==> config.mk <==
export PLATFORM = sky130hd
export DESIGN_NAME = rldr_map
export DESIGN_NICKNAME = d
export VERILOG_FILES = /design/src/rtl/rldr_pkg.sv /design/src/rtl/rldr_map.sv
export SDC_FILE = /design/constraint.sdc
export NUM_CORES = 2
export LEC_CHECK = 0
export ABC_AREA = 1
export BUFFER_PORTS_ARGS = -buffer_cell sky130_fd_sc_hd__buf_2
export CAP_MARGIN = 15
export CORE_ASPECT_RATIO = 0.8
export CORE_MARGIN = 10
export CORE_UTILIZATION = 50
export CTS_CLUSTER_SIZE = 28
export DETAILED_ROUTE_END_ITERATION = 10
export HOLD_SLACK_MARGIN = 0.03
export PLACE_DENSITY = 0.78
export SLEW_MARGIN = 15
export SYNTH_ARGS = -nofsm -noshare
export SYNTH_HDL_FRONTEND = slang
export SYNTH_SLANG_ARGS = --single-unit
export TNS_END_PERCENT = 5
==> constraint.sdc <==
create_clock -name clk -period 16.7 [get_ports clk]
set_clock_uncertainty 0.15 [all_clocks]
set_input_delay 3.34 -clock clk [delete_from_list [all_inputs] [get_ports clk]]
set_output_delay 3.34 -clock clk [all_outputs]
set_load 0.03 [all_outputs]
==> src/rtl/rldr_pkg.sv <==
// shared types and constants for the radial lens distortion remap unit
package rldr_pkg;

	localparam int COORD_W = 12;
	localparam int DIM_W   = 13;
	localparam int CTR_W   = 16;
	localparam int K_W     = 16;
	localparam int INV_W   = 32;
	localparam int OFS_W   = 18;
	localparam int D2_W    = 33;
	localparam int R2_W    = 24;
	localparam int R4_W    = 32;
	localparam int F_W     = 32;
	localparam int Q_W     = 33;
	localparam int DIV_STEPS = Q_W;
	localparam int CFG_IDX_W = 3;
	localparam int CFG_DATA_W = 32;

	localparam logic signed [F_W-1:0] F_MAX = {1'b0, {(F_W-1){1'b1}}};
	localparam logic signed [F_W-1:0] F_MIN = {1'b1, {(F_W-1){1'b0}}};

	typedef enum logic [CFG_IDX_W-1:0] {
		REG_FRAME_WIDTH   = 3'd0,
		REG_FRAME_HEIGHT  = 3'd1,
		REG_CENTER_X      = 3'd2,
		REG_CENTER_Y      = 3'd3,
		REG_STRENGTH      = 3'd4,
		REG_INV_RADIUS_SQ = 3'd5,
		REG_REVERSE       = 3'd6,
		REG_UNUSED        = 3'd7
	} cfg_reg_t;

	// what travels alongside the arithmetic down the pipe
	typedef struct packed {
		logic                    ident;
		logic [COORD_W-1:0]      px;
		logic [COORD_W-1:0]      py;
		logic signed [OFS_W-1:0] dx;
		logic signed [OFS_W-1:0] dy;
		logic signed [F_W-1:0]   f;
	} side_t;

endpackage

==> src/rtl/rldr_map.sv <==
// factor select, offset scaling and frame clamp (three stages)
module rldr_map (
	input  logic                           clk,
	input  logic                           arst_n,
	input  logic                           en,
	input  logic                           in_valid,
	input  rldr_pkg::side_t                in_side,
	input  logic [rldr_pkg::Q_W-1:0]       quot,
	input  logic                           reverse,
	input  logic [rldr_pkg::CTR_W-1:0]     cx,
	input  logic [rldr_pkg::CTR_W-1:0]     cy,
	input  logic [rldr_pkg::COORD_W-1:0]   hx,
	input  logic [rldr_pkg::COORD_W-1:0]   hy,
	output logic                           out_valid,
	output logic [rldr_pkg::COORD_W-1:0]   sx,
	output logic [rldr_pkg::COORD_W-1:0]   sy
);
	import rldr_pkg::*;

	localparam int P_W = OFS_W + F_W;
	localparam int S_W = P_W + 1;
	localparam int T_W = S_W - 20;

	logic v_s1, v_s2, v_s3;
	side_t side_s1, side_s2;
	logic signed [F_W-1:0] g_s1;
	logic signed [P_W-1:0] prx_s2, pry_s2;
	logic [COORD_W-1:0] sx_s3, sy_s3;

	logic signed [F_W-1:0] g;
	logic signed [S_W-1:0] accx, accy;
	logic [COORD_W-1:0] mx, my;

	function automatic logic [COORD_W-1:0] clamp_src(input logic signed [S_W-1:0] s,
			input logic [COORD_W-1:0] hi);
		logic [T_W-1:0] t;
		t = s[S_W-1:20];
		if (s[S_W-1])
			return '0;
		else if (t > T_W'(hi))
			return hi;
		else
			return t[COORD_W-1:0];
	endfunction

	always_comb begin
		if (!reverse)
			g = in_side.f;
		else if (in_side.f == '0)
			g = F_MAX;
		else if (in_side.f[F_W-1])
			g = (quot > Q_W'({1'b1, {(F_W-1){1'b0}}})) ? F_MIN : F_W'(-quot);
		else
			g = (quot > Q_W'(F_MAX)) ? F_MAX : F_W'(quot);
		accx = $signed(S_W'({1'b0, cx, 16'h0000})) + S_W'(prx_s2);
		accy = $signed(S_W'({1'b0, cy, 16'h0000})) + S_W'(pry_s2);
		mx = side_s2.ident ? ((side_s2.px > hx) ? hx : side_s2.px) : clamp_src(accx, hx);
		my = side_s2.ident ? ((side_s2.py > hy) ? hy : side_s2.py) : clamp_src(accy, hy);
	end

	always_ff @(posedge clk or negedge arst_n) begin
		if (!arst_n) begin
			v_s1 <= 1'b0;
			v_s2 <= 1'b0;
			v_s3 <= 1'b0;
		end else if (en) begin
			v_s1 <= in_valid;
			v_s2 <= v_s1;
			v_s3 <= v_s2;
		end
	end

	always_ff @(posedge clk) begin
		if (en) begin
			side_s1 <= in_side;
			g_s1 <= g;
			side_s2 <= side_s1;
			prx_s2 <= side_s1.dx * g_s1;
			pry_s2 <= side_s1.dy * g_s1;
			sx_s3 <= mx;
			sy_s3 <= my;
		end
	end

	assign out_valid = v_s3;
	assign sx = sx_s3;
	assign sy = sy_s3;

endmodule

==> impl_metrics.py <==
metrics = {
    "status": {
        "status": "finished clean",
    },
    "detailed_routing": {
        "wl_per_cell_um": 18.17,
        "dr.pass1.iters": 6,
        "drt-initial-drc-count": 4106,
        "route.met3.wl_um": 18090,
        "wl_met1_um": 65620,
        "drc": 0,
        "vias_per_cell": 5.246,
        "top_layer": "met5",
        "postRouteAntennaNets": 0,
        "drt-total-wl_um": 154300,
        "num_vias": 44560,
        "wl_met2_um": 65940,
    },
    "sta": {
        "maxSlewHeadroom": 0.3031,
        "setup_viol": 0,
        "hold_viol_final": 0,
        "tns_ns": 0,
        "worstMarginPinSlew_ns": 1.044,
        "fin_crit_ns": 7.131,
        "period_share": 0.4270,
        "rsz0062_at_grt": "false",
        "fmax_mhz": 140.2,
        "drv_slew": 0,
    },
    "worst_setup_path": {
        "cp-end-kind": "register",
        "slowest_stage": "a31oi_1",
        "cp_top_family": "adder cells",
        "cp_max_fo": 31,
        "critPathArrivalTime_ns": 7.33,
        "path_common_cell": "fa_1",
        "start_kind": "register",
        "worstPathBufferInverterCount": 5,
        "path_cells": "buf_4 > nand2_1 > fa_1 > fa_1 > fa_1 > inv_1 > fa_1 > fa_1 > inv_1 > fa_1 > inv_1 > ha_1 > a21oi_1 > inv_1 > a31oi_1 > a21boi_0 > nand2_1 > a31oi_1 > o21ai_0 > xor2_1",
        "required_ns": 16.90,
        "critPathKind": "register to register",
        "max_stage_delay_ns": 0.58,
    },
    "global_route": {
        "grt_pass1_vias": 47010,
        "grt_usage": 0.2539,
        "overflow": 0,
        "antenna_found_initial": 3,
        "grt_max_degree": 98,
        "grt_pass1_wl_um": 250800,
    },
    "logic_synthesis": {
        "async_flop_share": 0.01408,
        "seq_area_frac_synth": 0.1168,
        "yosys_warnings": 0,
        "syn-cell-area_mm2": 0.05464,
        "synth_nets": 8597,
        "synth-seq-cells": 213,
        "synthFlopType": "edfxtp_1",
        "synth_edf_count": 210,
        "synth_cell_types": 53,
        "avgSynthCellArea_um2": 7.813,
        "netlist_instances": 6994,
    },
    "layout": {
        "layout.nets": 8644,
        "area_delta_synth_final_pct": 6.013,
        "layout-drive-gt1-share": 0.05310,
        "fill_cells": 9979,
    },
    "die": {
        "io_pins": 212,
        "core_area_mm2": 0.1085,
        "fp.dieH_um": 315.7,
        "dieArea_mm2": 0.1230,
        "fp.dieW_um": 389.6,
        "rows": 108,
        "start_util": 0.5036,
    },
    "clocking": {
        "clk_latency_ns": 0.61,
        "cts_tree": "built",
        "path_clk_slew_ns": 0.06,
        "cts_sinks": 213,
        "cts_buffers": 27,
        "cts-resized-gates": 0,
        "ctsHoldBuffers": 0,
        "h-tree-depth": 1,
        "cts-root-buf": "clkbuf_16",
        "post_cts_buffers": 0,
        "clk_path_buf_depth": 3,
    },
    "placed_design": {
        "gp_congestion": 0.9760,
        "hpwl_um": 123700,
        "io_buffers": 211,
    },
    "worst_hold_path": {
        "holdCritPathClass": "register to register",
    },
    "job": {
        "cap_viol_max_count": 0,
    },
}
path summary, 6_finish.rpt:
kind / cells past startpoint / to / startpoint / slack, ns
max in group asynchronous: 1 / v_s2 / arst_n / 13.93
max: 20 / pry_s2[43] / g_s1[19] / 9.57
min in group asynchronous: 1 / out_valid / arst_n / 2.36
min reg2reg: 0 / side_s2[74] / side_s1[74] / 0.27
min: 0 / side_s2[74] / side_s1[74] / 0.27
max reg2reg: 20 / pry_s2[43] / g_s1[19] / 9.57
logic make-up after synthesis:
group	Yosys count	synth area share
mux	1	0.0002061
fa+ha+maj	1416	0.4759
simple gates	2434	0.1785
xor+xnor	124	0.01988
flops	213	0.1168
buf+inv	2365	0.1631
compound gates	441	0.04561
worst register-to-register path, delay by kind of cell, from the launching register on:
| kind | cells | cell delay (ns) |
|---|---|---|
| fa+ha+maj | 7 | 3.36 |
| xor+xnor | 1 | 0.20 |
| simple gates | 2 | 0.29 |
| buf+inv | 5 | 0.74 |
| compound gates | 5 | 1.64 |
| flops | 1 | 0.50 |
per-stage QoR:
| step | hold WS [ns] | instance area (um2) | setup WS, ns | instances | util |
|---|---|---|---|---|---|
| 2_1_floorplan | 0.2503 | 54640 | 10.46 | 6994 | - |
| 3_3_place_gp | 0.2522 | 57020 | 9.560 | 8442 | 0.5255 |
| 3_5_place_dp | 0.2545 | 57020 | 9.583 | 8442 | 0.5255 |
| 4_1_cts | 0.2682 | 57930 | 9.844 | 8492 | 0.5338 |
| 5_1_grt | 0.2754 | 57930 | 9.328 | 8492 | 0.5338 |
| 6_report | 0.2676 | 57930 | 9.569 | 8493 | 0.5339 |
sequential cells by signal (all words and copies together), names as in the netlist:
signal,cells
v_s2,1
sy,12
prx_s2,34
v_s1,1
sx,12
side_s2,25
g_s1,32
side_s1,61
out_valid,1
pry_s2,34
cells in the final DEF, fill, tap and decap left out, types with 86 or more instances in the layout:
cell	Yosys	final
fa_1	1104	1104
inv_1	2091	2091
ha_1	312	312
nor2_1	312	312
nand2_1	1795	1795
o21ai_0	123	123
buf_2	3	210
edfxtp_1	210	210
nand3_1	167	167
xor2_1	86	86
a21oi_1	181	181
final cells by class:
cell class / instances / area, um2 / area share
multi-input cells: 4416 / 39360 / 0.6794
inverters: 2099 / 7879 / 0.1360
flip-flops and latches: 213 / 6381 / 0.1102
well taps: 1430 / 1789 / 0.03089
repair buffers: 284 / 1614 / 0.02786
clock buffers: 29 / 683.2 / 0.01179
clock inverters: 21 / 221.5 / 0.003823
diodes: 1 / 2.502 / 0.00004320
routing by layer:
metal  vias up  track usage
li1      20280            -
met1     21550       0.3589
met2      2357       0.3874
met3       364      0.06722
met4         6      0.06524
met5         -            0
cell usage after synthesis, types with 4 or more instances:
master	count	area (um2)
inv_1	2091	7849
o22ai_1	13	81.33
nor2_2	10	62.56
nor4_1	21	131.4
a21boi_0	4	30.03
nand2_2	8	50.05
a21o_1	5	37.54
nand2_1	1795	6738
buf_1	9	33.78
xor2_1	86	753.2
or2_2	7	43.79
nor2_1	312	1171
fa_1	1104	22100
xnor2_1	38	332.8
buf_4	4	30.03
o21ai_1	9	45.04
o211ai_1	31	232.7
nor3_1	37	185.2
edfxtp_1	210	6306
inv_2	6	22.52
ha_1	312	3904
a21oi_1	181	905.9
nand4_1	52	325.3
nand3_1	167	835.8
nand3_2	5	50.05
o21bai_1	7	52.55
clkbuf_1	248	930.9
a31oi_1	29	181.4
o21ai_0	123	615.6
nand3b_1	10	75.07
o21a_1	21	157.7
Power is not shown: default switching activity piles up to over one toggle a cycle in this logic, so the estimate is an artifact.
